$ cat config.mk
export PLATFORM = sky130hd
export DESIGN_NAME = decimal_integer_formatter
export DESIGN_NICKNAME = d
export VERILOG_FILES = /design/src/hdl/dif_pkg.sv /design/src/hdl/dif_dabble.sv /design/src/hdl/decimal_integer_formatter.sv
export SDC_FILE = /design/constraint.sdc
export NUM_CORES = 1
export LEC_CHECK = 0
export BUFFER_PORTS_ARGS = -buffer_cell sky130_fd_sc_hd__buf_2
export CORE_MARGIN = 2
export CORE_UTILIZATION = 35
export CTS_CLUSTER_DIAMETER = 150
export DETAILED_ROUTE_END_ITERATION = 10
export SYNTH_ARGS = -nofsm -noshare
export SYNTH_HDL_FRONTEND = slang
export SYNTH_SLANG_ARGS = --single-unit
$ cat constraint.sdc
create_clock -name clk_i -period 8.3 [get_ports clk_i]
set_input_delay 1.66 -clock clk_i [delete_from_list [all_inputs] [get_ports clk_i]]
set_output_delay 1.66 -clock clk_i [all_outputs]
set_load 0.02 [all_outputs]
$ cat src/hdl/dif_pkg.sv
package dif_pkg;

  localparam logic [7:0] DigitBase = 8'd48;
  localparam logic [7:0] MinusChar = 8'd45;
  localparam logic [7:0] EndCharRst = 8'd10;
  localparam logic [3:0] DabbleMin = 4'd5;
  localparam logic [3:0] DabbleAdd = 4'd3;

  typedef enum logic [1:0] {
    ST_IDLE,
    ST_CONV,
    ST_DIGIT,
    ST_TERM
  } dif_state_e;

  // Commands from the sequencer to the shift-add-3 unit
  typedef struct packed {
    logic load;
    logic shift;
  } dif_ctrl_t;

endpackage

$ cat src/hdl/dif_dabble.sv
module dif_dabble #(
  parameter int VALUE_BITS = 64,
  parameter int NDIG = 20
) (
  input  logic                  clk_i,
  input  logic                  rst_ni,
  input  dif_pkg::dif_ctrl_t    ctrl_i,
  input  logic [VALUE_BITS-1:0] mag_i,
  output logic                  done_o,
  output logic [3:0]            top_digit_o
);
  import dif_pkg::*;

  localparam int CW = $clog2(VALUE_BITS);
  localparam int BW = 4 * NDIG;

  logic [VALUE_BITS-1:0] bin_q, bin_d;
  logic [BW-1:0]         bcd_q, bcd_d, adj;
  logic [CW-1:0]         cnt_q, cnt_d;
  logic                  run_q, run_d;

  // Add 3 to every BCD digit of 5 or more before the shift
  always_comb begin
    for (int i = 0; i < NDIG; i++) begin
      if (bcd_q[4*i +: 4] >= DabbleMin) begin
        adj[4*i +: 4] = bcd_q[4*i +: 4] + DabbleAdd;
      end else begin
        adj[4*i +: 4] = bcd_q[4*i +: 4];
      end
    end
  end

  assign done_o      = run_q && (cnt_q == CW'(VALUE_BITS - 1));
  assign top_digit_o = bcd_q[BW-1 -: 4];

  always_comb begin
    bin_d = bin_q;
    bcd_d = bcd_q;
    cnt_d = cnt_q;
    run_d = run_q;
    if (ctrl_i.load) begin
      bin_d = mag_i;
      bcd_d = '0;
      cnt_d = '0;
      run_d = 1'b1;
    end else if (run_q) begin
      bcd_d = {adj[BW-2:0], bin_q[VALUE_BITS-1]};
      bin_d = {bin_q[VALUE_BITS-2:0], 1'b0};
      cnt_d = cnt_q + 1'b1;
      if (done_o) begin
        run_d = 1'b0;
      end
    end else if (ctrl_i.shift) begin
      // Move the next digit to the top
      bcd_d = {bcd_q[BW-5:0], 4'd0};
    end
  end

  always_ff @(posedge clk_i or negedge rst_ni) begin
    if (!rst_ni) begin
      cnt_q <= '0;
      run_q <= 1'b0;
    end else begin
      cnt_q <= cnt_d;
      run_q <= run_d;
    end
  end

  always_ff @(posedge clk_i) begin
    bin_q <= bin_d;
    bcd_q <= bcd_d;
  end

endmodule

$ cat src/hdl/decimal_integer_formatter.sv
// Order: the '-' (if any) shows in the cycle after start; digits follow once
// the shift-add-3 unit has run, one BCD digit slot at a time from the top
// (leading zeros are skipped but still take their slot), then the terminator.
// A new word is accepted only while idle (busy_o low), not during a conversion.
// Results are strobed for one cycle each; the receiver cannot stall.
// Reset: asynchronous, active low; idle, end_char back to newline.
module decimal_integer_formatter #(
  parameter int VALUE_BITS = 64
) (
  input  logic        clk_i,
  input  logic        rst_ni,
  input  logic        start_i,
  output logic        busy_o,
  input  logic [63:0] value_i,
  input  logic        cfg_we_i,
  input  logic [7:0]  cfg_data_i,
  output logic        text_valid_o,
  output logic [7:0]  text_char_o,
  output logic        last_o
);
  import dif_pkg::*;

  // Enough BCD digits for 2^(VALUE_BITS-1)
  localparam int NDIG = (VALUE_BITS * 30103) / 100000 + 1;
  localparam int DW   = $clog2(NDIG);

  dif_state_e state_q, state_d;
  dif_ctrl_t  ctrl;

  logic [7:0]            end_char_q;
  logic [DW-1:0]         dig_q, dig_d;
  logic                  seen_q, seen_d;
  logic                  valid_q, valid_d;
  logic [7:0]            char_q, char_d;
  logic                  last_q, last_d;
  logic [VALUE_BITS-1:0] v, mag;
  logic                  neg, done;
  logic [3:0]            top_digit;

  assign v   = value_i[VALUE_BITS-1:0];
  assign neg = v[VALUE_BITS-1];
  assign mag = neg ? (~v + 1'b1) : v;

  dif_dabble #(
    .VALUE_BITS(VALUE_BITS),
    .NDIG      (NDIG)
  ) u_dabble (
    .clk_i      (clk_i),
    .rst_ni     (rst_ni),
    .ctrl_i     (ctrl),
    .mag_i      (mag),
    .done_o     (done),
    .top_digit_o(top_digit)
  );

  always_comb begin
    state_d    = state_q;
    dig_d      = dig_q;
    seen_d     = seen_q;
    valid_d    = 1'b0;
    char_d     = char_q;
    last_d     = 1'b0;
    ctrl.load  = 1'b0;
    ctrl.shift = 1'b0;
    case (state_q)
      ST_IDLE: begin
        if (start_i) begin
          ctrl.load = 1'b1;
          valid_d   = neg;
          char_d    = MinusChar;
          state_d   = ST_CONV;
        end
      end
      ST_CONV: begin
        if (done) begin
          dig_d   = DW'(NDIG - 1);
          seen_d  = 1'b0;
          state_d = ST_DIGIT;
        end
      end
      ST_DIGIT: begin
        // Drop leading zeros, but always print the units digit
        ctrl.shift = 1'b1;
        char_d     = DigitBase + {4'd0, top_digit};
        if (top_digit != 4'd0 || seen_q || dig_q == '0) begin
          valid_d = 1'b1;
          seen_d  = 1'b1;
        end
        if (dig_q == '0) begin
          state_d = ST_TERM;
        end else begin
          dig_d = dig_q - 1'b1;
        end
      end
      ST_TERM: begin
        valid_d = 1'b1;
        char_d  = end_char_q;
        last_d  = 1'b1;
        state_d = ST_IDLE;
      end
      default: begin
        state_d = ST_IDLE;
      end
    endcase
  end

  always_ff @(posedge clk_i or negedge rst_ni) begin
    if (!rst_ni) begin
      state_q    <= ST_IDLE;
      end_char_q <= EndCharRst;
      dig_q      <= '0;
      seen_q     <= 1'b0;
      valid_q    <= 1'b0;
      last_q     <= 1'b0;
    end else begin
      state_q <= state_d;
      dig_q   <= dig_d;
      seen_q  <= seen_d;
      valid_q <= valid_d;
      last_q  <= last_d;
      if (cfg_we_i) begin
        end_char_q <= cfg_data_i;
      end
    end
  end

  always_ff @(posedge clk_i) begin
    char_q <= char_d;
  end

  assign busy_o       = (state_q != ST_IDLE);
  assign text_valid_o = valid_q;
  assign text_char_o  = char_q;
  assign last_o       = last_q;

  a_start_busy: assert property (@(posedge clk_i) disable iff (!rst_ni)
    start_i && !busy_o |=> busy_o)
    else $error("busy not raised after start");

  a_last_idle: assert property (@(posedge clk_i) disable iff (!rst_ni)
    last_o |-> text_valid_o && !busy_o)
    else $error("terminator while busy or without strobe");

  a_char_busy: assert property (@(posedge clk_i) disable iff (!rst_ni)
    text_valid_o && !last_o |-> busy_o)
    else $error("sign or digit word outside a conversion");

  a_conv_digit: assert property (@(posedge clk_i) disable iff (!rst_ni)
    state_q == ST_CONV && done |=> state_q == ST_DIGIT)
    else $error("digit scan did not follow conversion");

endmodule
# [Word-level counts from Yosys, hierarchy flattened]
# Cells that the tools add are included.
[op_classes] add_sub_neg=24 bitwise_logic=1 n_mul=0 magnitude_cmp=20 eq_ne=9 div_mod_pow=0 mux=49 n_shift=0 n_reduce_logical=15
[ops] cell="$mux W64" n=3
[ops] cell="$mux W80" n=2
[ops] cell="$ge A4 B3 Y1 const B" n=20
[ops] cell="$add A4 B2 Y4 const B" n=19
[ops] cell="$mux W4" n=19
[ops] cell="$add A64 B1 Y64 const B" n=1
[ops] cell="$not A64 Y64" n=1
[ops] cell="$pmux W8 S3" n=1
[ops] cell="$mux W6" n=2
[ops] cell="$mux W1" n=11
[ops] cell="$mux W5" n=2
[ops] cell="$ne A2 B2 Y1 const B" n=5
[ops] cell="$pmux W5 S2" n=1
[ops] cell="$reduce_and A3 Y1" n=3
[ops] cell="$mux W8" n=1
[ops] cell="$pmux W2 S4" n=1
[ops] cell="$reduce_bool A2 Y1" n=4
[ops] cell="$add A6 B4 Y7 const A" n=1
[ops] cell="$add A6 B1 Y6 const B" n=1
[ops] cell="$eq A6 B6 Y1 const B" n=1
[ops] cell="$mux W2" n=3
[ops] cell="$logic_not A5 Y1" n=1
[ops] cell="$sub A5 B1 Y5 const B" n=1
[ops] cell="$eq A2 B2 Y1 const B" n=2
[ops] cell="other kinds (11)" n=12
[word_totals] latch_bits=0 rom_bits=0 in_bits=76 output_inout_bits=11 n_memories=0 word_cells=129 ram_bits=0 regBits=177

# [Depth between registers and ports, before layout]
# Gate-level depths: netlist of run 1.
[logic_depth] word_depth=5 depth_mapped=8 depth_no_buf=8

# [By module]
# Synthesis of run 1 repeated with hierarchy kept, for this count alone.
[unflattened] hier_cells=1110 hier_area_um2=10979.3
[modules_own_cells] module="dif_dabble" area_each_um2=8315.5 instances=1 seq_area_each_um2=3698.5 cells_each=804
[modules_own_cells] module="decimal_integer_formatter" area_each_um2=2663.8 instances=1 seq_area_each_um2=693.2 cells_each=306

# [Worst setup path after synthesis of run 1]
# Ideal clock, no wire load.
[synth_path] kind="input port to flip-flop" startpoint="input start_i" endpoint="register u_dabble.bin_q[0] (enable)" required_ns=7.605 stages=4 setup_time_ns=0.695 path_buffers=2 path_slack_ns=4.247 arrival_ns=3.357 path_cell_list="nand2_1 > clkbuf_1 > clkbuf_1 > nand2b_1"
[synth_between] elab_chain_len=3
[synth_rtl] item="start: declaration" line="decimal_integer_formatter.sv:12" text="input logic start_i,"
[synth_rtl] item="$mux W1" line="decimal_integer_formatter.sv:67" text="if (start_i) begin"
[synth_rtl] item="$mux W1" line="decimal_integer_formatter.sv:65" text="case (state_q)"
[synth_rtl] item="$reduce_bool A2 Y1 (no source line)"
[synth_rtl] item="end signal: assignment" line="dif_dabble.sv:70" text="bin_q <= bin_d;"
[synth_rtl] item="end: declaration" line="dif_dabble.sv:17" text="logic [VALUE_BITS-1:0] bin_q, bin_d;"
# No other way between the ends.
# A chain may end at the register's enable or synchronous reset.

# [Final worst setup path of run 1]
[layout_path] startpoint="input value_i[32]" endpoint="register u_dabble.bin_q[50], data pin"
[layout_between] elab_chain_len=4
[layout_rtl] item="start: declaration" line="decimal_integer_formatter.sv:14" text="input logic [63:0] value_i,"
[layout_rtl] item="$not A64 Y64" line="decimal_integer_formatter.sv:42" text="assign mag = neg ? (~v + 1'b1) : v;"
[layout_rtl] item="$add A64 B1 Y64" line="decimal_integer_formatter.sv:42"
[layout_rtl] item="$mux W64" line="decimal_integer_formatter.sv:42"
[layout_rtl] item="$mux W64" line="dif_dabble.sv:41" text="if (ctrl_i.load) begin"
[layout_rtl] item="named net u_dabble.bin_d[50]" line="dif_dabble.sv:17"
# The timed path passes the listed nets, and every way through them passes these cells.

==> flow_summary.json, run 1 <==
{
  "grt_pass1_vias": 8040,
  "critPathTopFamily": "simple AND/OR/NAND/NOR gates",
  "fp.dieW_um": 177.4,
  "postCtsSetupRepairBufs": 0,
  "htree_levels": 4,
  "synth_edf_count": 72,
  "r2r-start": "state_q[0]",
  "max_freq_ghz": 0.2471,
  "synthCells": 1163,
  "maxSlewHeadroom_pct": 24.53,
  "fp-row-count": 63,
  "port_buffers": 86,
  "hold_path.class": "reg2reg",
  "grt_use_total_pct": 15.00,
  "via_per_inst": 5.315,
  "grt_overflow": 0,
  "critical-path-max-stage-delay_ps": 680,
  "numClockSinks": 177,
  "grt_pass1_wl_um": 38960,
  "first_pass_iters": 5,
  "whs_path_depth": 2,
  "grt_antenna_before_repair": 0,
  "cts_buffers": 17,
  "crit_arrival_ps": 4200,
  "setup_viol": 0,
  "synth_ff_type": "dfxtp_1",
  "dp_worst_setup_slack_ps": 3809,
  "synth_async_sr_flop_share_pct": 14.12,
  "clk_pin_slew_ps": 70,
  "cp_slowest_cell": "nor4_1",
  "drv_cap": 0,
  "crit_fanout": 6,
  "ys_seq_elements": 177,
  "final-hold-violation-count": 0,
  "detail_route.wl_per_cell_um": 14.36,
  "syn_area_um2": 10520,
  "p_leak_nw": 4.470,
  "routed_wl_um": 23040,
  "fin_crit_sh_pct": 48.75,
  "worst_pin_slew_ps": 1132,
  "diodes": 0,
  "dp_hpwl_um": 15210,
  "min_from": "u_dabble.bin_q[63]",
  "vias": 8531,
  "clock_skew_ps": 13.30,
  "worst-path-buf-inv": 1,
  "fin_nets": 1327,
  "ctsHoldBuffers": 0,
  "cts-root-buf": "clkbuf_16",
  "synth_area_leaders": "edfxtp_1 (21%), dfxtp_1 (15%), a211oi_1 (8.1%), o21ai_0 (6.1%), ha_1 (5.8%)",
  "min_period_ps": 4047,
  "gp_congestion": 0.7820,
  "r2r_end": "u_dabble.bcd_q[35]",
  "path_cells": "buf_2, or4_1, nor4_1, nand3_1, o41ai_1, xor2_1, o21ai_0",
  "yosysSeqAreaShare_pct": 41.75,
  "pin_count": 87,
  "cts_tree": "done",
  "insertion_delay_ps": 430,
  "start_util_pct": 35.49,
  "fin_setup_tns_ps": 0,
  "status": "finished clean",
  "drt_iter0_drc": 626,
  "drcViolationCount": 0,
  "critPathKind": "in2reg",
  "core_area_um2": 29640,
  "crit_required_ps": 8460,
  "synth.distinct_cells": 50,
  "end_kind": "flip-flop",
  "rsz0062_at_grt": "no",
  "yosysWarnings": 0,
  "ant_nets": 0,
  "grt_start_max_net_pins": 91,
  "power_density_nw_per_um2": 341.1,
  "ir_drop_v": 0.0001735,
  "synth_fp_nets": 1288,
  "slew_violations": 0,
  "start_kind": "primary input",
  "syn_area_per_cell_um2": 9.046,
  "die_y_um": 177.4,
  "synth_most_common_cell": "o21ai_0",
  "cts-resized-gates": 0,
  "synth_area_leader_cell": "edfxtp_1",
  "reg2reg_depth": 7,
  "fin_ws_ps": 4254,
  "synth_common_cells": "o21ai_0 (128), a211oi_1 (114), nand2_1 (89)",
  "layout-drive-gt1-share_pct": 12.84,
  "min_to": "u_dabble.bcd_q[0]",
  "yosysTopAreaCellShare_pct": 20.55,
  "area_growth_pct": 12.35,
  "r2r_slack_ps": 5250,
  "clockBufferDepth": 2,
  "die_area_um2": 31460
}
==> routing by layer <==
metal | vias to the layer above | wire (µm) | global-route usage (%)
li1 | 4357 | - | -
met1 | 4031 | 11530 | 20.62
met2 | 127 | 10540 | 24.06
met3 | 16 | 723 | 2.828
met4 | 0 | 257 | 4.201
met5 | - | 0 | 0
==> worst reg2reg max path, delay by kind of cell (launching register included) <==
kind            cells  cell delay (ps)
compound gates      2              250
flops               1              420
fa+ha+maj           1              560
buf+inv             3             1180
simple gates        1              460
==> cell families after synthesis <==
| group | share of synthesized area (%) |
|---|---|
| compound gates | 23.93 |
| simple gates | 15.81 |
| flops | 41.75 |
| buf+inv | 4.365 |
| xor+xnor | 7.077 |
| fa+ha+maj | 5.828 |
| mux | 1.249 |
==> worst max path at each step <==
| stage | to | depth (start not counted) | start | slack (ps) |
|---|---|---|---|---|
| floorplan | u_dabble.bin_q[0] | 4 | start_i | 4250 |
| global placement | u_dabble.bin_q[50] | 9 | value_i[0] | 3890 |
| detailed placement | u_dabble.bin_q[50] | 7 | value_i[32] | 3810 |
| CTS | u_dabble.bin_q[50] | 7 | value_i[32] | 4260 |
| global route | u_dabble.bin_q[50] | 7 | value_i[32] | 3960 |
| finish | u_dabble.bin_q[50] | 7 | value_i[32] | 4250 |
==> area by class of cell <==
class                      instances  area (µm²)
clock buffer                      19       475.5
clock inverter                    13       93.84
multi-input combinational        864        5699
fill                            2988       17820
tap                              390       488.0
sequential                       177        4395
timing repair buffer              93       483.0
inverter                          49       183.9
==> registers in the layout, summed over array words and instances, names as in the netlist <==
| register | count |
|---|---|
| u_dabble.bcd_q | 80 |
| u_dabble.bin_q | 64 |
| end_char_q | 8 |
| text_char_o | 8 |
| u_dabble.cnt_q | 6 |
| dig_q | 5 |
| state_q | 2 |
| last_o | 1 |
| seen_q | 1 |
| text_valid_o | 1 |
| u_dabble.run_q | 1 |
==> per-stage QoR <==
stage / util [%] / power (W) / hold WS, ps / cells / instance area [µm²]
floorplan: - / 0.002868 / 453.7 / 1163 / 10520
global placement: 37.96 / 0.003212 / 459.7 / 1573 / 11250
detailed placement: 37.96 / 0.003266 / 486.2 / 1573 / 11250
CTS: 39.88 / 0.004071 / 501.8 / 1605 / 11820
global route: 39.88 / 0.004392 / 532.0 / 1605 / 11820
finish: 39.88 / 0.004031 / 500.9 / 1605 / 11820
==> cells in the final DEF (no fill, tap or decap), drive strengths merged, types with 2 or more instances in the layout <==
| master | Yosys | routed |
|---|---|---|
| nand3 | 5 | 5 |
| nor2b | 21 | 21 |
| nor2 | 81 | 81 |
| nor4 | 7 | 7 |
| clkinv | 0 | 5 |
| nand4 | 3 | 3 |
| ha | 49 | 49 |
| xor2 | 63 | 63 |
| or4 | 18 | 18 |
| mux2i | 3 | 3 |
| o31ai | 20 | 20 |
| a22oi | 5 | 5 |
| buf | 10 | 93 |
| edfxtp | 72 | 72 |
| inv | 49 | 56 |
| dfxtp | 80 | 80 |
| dfstp | 2 | 2 |
| dfrtp | 23 | 23 |
| a21oi | 86 | 86 |
| o21ai | 131 | 131 |
| or2 | 6 | 6 |
| nor3 | 7 | 7 |
| and2 | 2 | 2 |
| o41ai | 14 | 14 |
| mux2 | 9 | 9 |
| a211oi | 114 | 114 |
| a32oi | 19 | 19 |
| or3 | 12 | 12 |
| nand2b | 25 | 25 |
| a22o | 4 | 4 |
| xnor2 | 22 | 22 |
| clkbuf | 63 | 19 |
| nor3b | 40 | 40 |
| nand2 | 89 | 89 |
==> power breakdown <==
part / leakage (nW) / internal [W] / total (W) / switching (W)
Combinational: 2.43 / 0.000690 / 0.00160 / 0.000910
Sequential: 1.76 / 0.00136 / 0.00164 / 0.000283
Clock: 0.286 / 0.000423 / 0.000787 / 0.000364
Total: 4.47 / 0.00247 / 0.00403 / 0.00156
Power figures use the tool's default switching activity.
==> inputs of run 2 (changes only) <==
==> constraint.sdc (replaced) <==
create_clock -name clk_i -period 3.6 [get_ports clk_i]
set_input_delay 0.72 -clock clk_i [delete_from_list [all_inputs] [get_ports clk_i]]
set_output_delay 0.72 -clock clk_i [all_outputs]
set_load 0.02 [all_outputs]
==> flow_summary.json, run 2 (synthesized netlist as in run 1, its figures left out) <==
{
  "top_regs": "u_dabble.bcd_q x80, u_dabble.bin_q x64",
  "dp_worst_setup_slack_ps": 308.9,
  "fin_ws_ps": 733.0,
  "die_area_um2": 31460,
  "start_kind": "primary input",
  "insertion_delay_ps": 430,
  "total_power_w": 0.009268,
  "seq_power_share_pct": 40.9,
  "via_per_inst": 5.285,
  "r2r-start": "state_q[0]",
  "drcViolationCount": 0,
  "dp.cells": 1583,
  "fin_setup_tns_ps": 0,
  "placed_area_um2": 11360,
  "layout.cells.most_common": "o21ai_0",
  "cts_buffers": 17,
  "layout-drive-gt1-share_pct": 13.47,
  "clock_skew_ps": 14.16,
  "critPathKind": "in2reg",
  "setup_viol": 0,
  "crit_required_ps": 3750,
  "p_sw_w": 0.003554,
  "grt_pass1_vias": 7987,
  "port_buffers": 86,
  "final-hold-violation-count": 0,
  "ir_drop_v": 0.0004054,
  "drv_cap": 0,
  "vias": 8535,
  "diodes": 0,
  "status": "finished clean",
  "cts_tree": "done",
  "grt_busiest_layer": "met2",
  "grt_antenna_before_repair": 0,
  "p_int_w": 0.005715,
  "hold_path.class": "in2async",
  "start_util_pct": 35.49,
  "area_growth_pct": 13.33,
  "min_period_ps": 2867,
  "ant_nets": 0,
  "power_frac_comb_pct": 39.9,
  "grt.met2_usage_pct": 23.90,
  "postCtsSetupRepairBufs": 0,
  "fp.dieW_um": 177.4,
  "detail_route.wl_per_cell_um": 14.10,
  "grt_overflow": 0,
  "grt_use_met1_pct": 19.71,
  "grt_pass1_wl_um": 38180,
  "final_cell_mix": "o21ai_0 (128), a211oi_1 (114), nand2_1 (88), a21oi_1 (86), buf_2 (86)",
  "switching_share_pct": 38.34,
  "power_density_nw_per_um2": 777.4,
  "rsz0062_at_grt": "no",
  "cp-startpoint": "value_i[0]",
  "p_clk_share_pct": 19.2,
  "fin_crit_sh_pct": 79.64,
  "cpMostUsedCell": "or3_1",
  "gp_congestion": 0.8162,
  "p_leak_nw": 4.529,
  "grt_use_total_pct": 14.66,
  "numClockSinks": 177,
  "critical-path-max-stage-delay_ps": 510,
  "fin_nets": 1337,
  "finalNonFillerCells": 1615,
  "drt_iter0_drc": 483,
  "crit_arrival_ps": 3020,
  "fin_area_um2": 11920,
  "clockBufferDepth": 2,
  "end_kind": "flip-flop",
  "regMostFlops": "u_dabble.bcd_q",
  "routed_wl_um": 22770,
  "worst_pin_slew_ps": 888.2,
  "cts-root-buf": "clkbuf_16",
  "largest_reg_flops": 80,
  "slew_violations": 0,
  "use_met3_pct": 2.913,
  "htree_levels": 4,
  "grt_start_max_net_pins": 106,
  "pin_count": 87,
  "cp_slowest_cell": "or3b_2",
  "ctsHoldBuffers": 0,
  "die_y_um": 177.4,
  "crit_fanout": 5,
  "fp-row-count": 63,
  "dp_hpwl_um": 15570,
  "core_area_um2": 29640,
  "maxSlewHeadroom_pct": 40.78,
  "first_pass_iters": 7,
  "path_cells": "buf_2, inv_1, ha_1, or3b_2, or3_1, or3_1, o41ai_1, xor2_1, o21ai_0",
  "max_freq_ghz": 0.3488,
  "clk_pin_slew_ps": 70,
  "cts-resized-gates": 0
}
==> run 2: per-layer routing <==
| layer | wire [µm] | vias up |
|---|---|---|
| li1 | - | 4380 |
| met1 | 11350 | 4035 |
| met2 | 10590 | 105 |
| met3 | 638 | 15 |
| met4 | 198 | 0 |
| met5 | 0 | - |
==> run 2: final cells by class <==
| type | instances | area [µm²] |
|---|---|---|
| clock buffer | 20 | 467.9 |
| multi-input combinational | 864 | 5699 |
| tap | 390 | 488.0 |
| fill | 3029 | 17720 |
| timing repair buffer | 103 | 595.6 |
| sequential | 177 | 4395 |
| inverter | 49 | 183.9 |
| clock inverter | 12 | 92.59 |
==> run 2: path summary, 6_finish.rpt <==
path                                      end  slack [ps]  cells past startpoint
min reg2reg                     end_char_q[6]         500                      1
max reg2reg                u_dabble.bin_q[51]        1250                      5
min                              text_valid_o         290                      1
min in group clk_i              end_char_q[6]         500                      1
max in group asynchronous      u_dabble.run_q        2870                      1
max                        u_dabble.bin_q[24]         730                      9
==> run 2: worst max-delay path, delay by kind of cell <==
kind                       cells  cell delay (ps)
and+or+nand+nor                3             1300
AOI/OAI and AO/OA              2              480
buffers and inverters          2              180
xor gates and xnor gates       1              180
adders and majority gates      1              160
==> run 2: power by group through the flow <==
stage,clock [W],combinational (W),sequential [W]
final,0.00178,0.00370,0.00379
after global routing,0.00192,0.00428,0.00391
after CTS,0.00184,0.00375,0.00379
after detailed placement,0,0.00373,0.00382
after global placement,0,0.00365,0.00380
after floorplan,0,0.00294,0.00367
==> run 2: per-stage QoR <==
| stage | hold slack, ps | util [%] |
|---|---|---|
| floorplan | 424.4 | - |
| global placement | 493.1 | 38.34 |
| detailed placement | 496.2 | 38.34 |
| CTS | 287.1 | 40.23 |
| global route | 316.6 | 40.23 |
| finish | 288.3 | 40.23 |
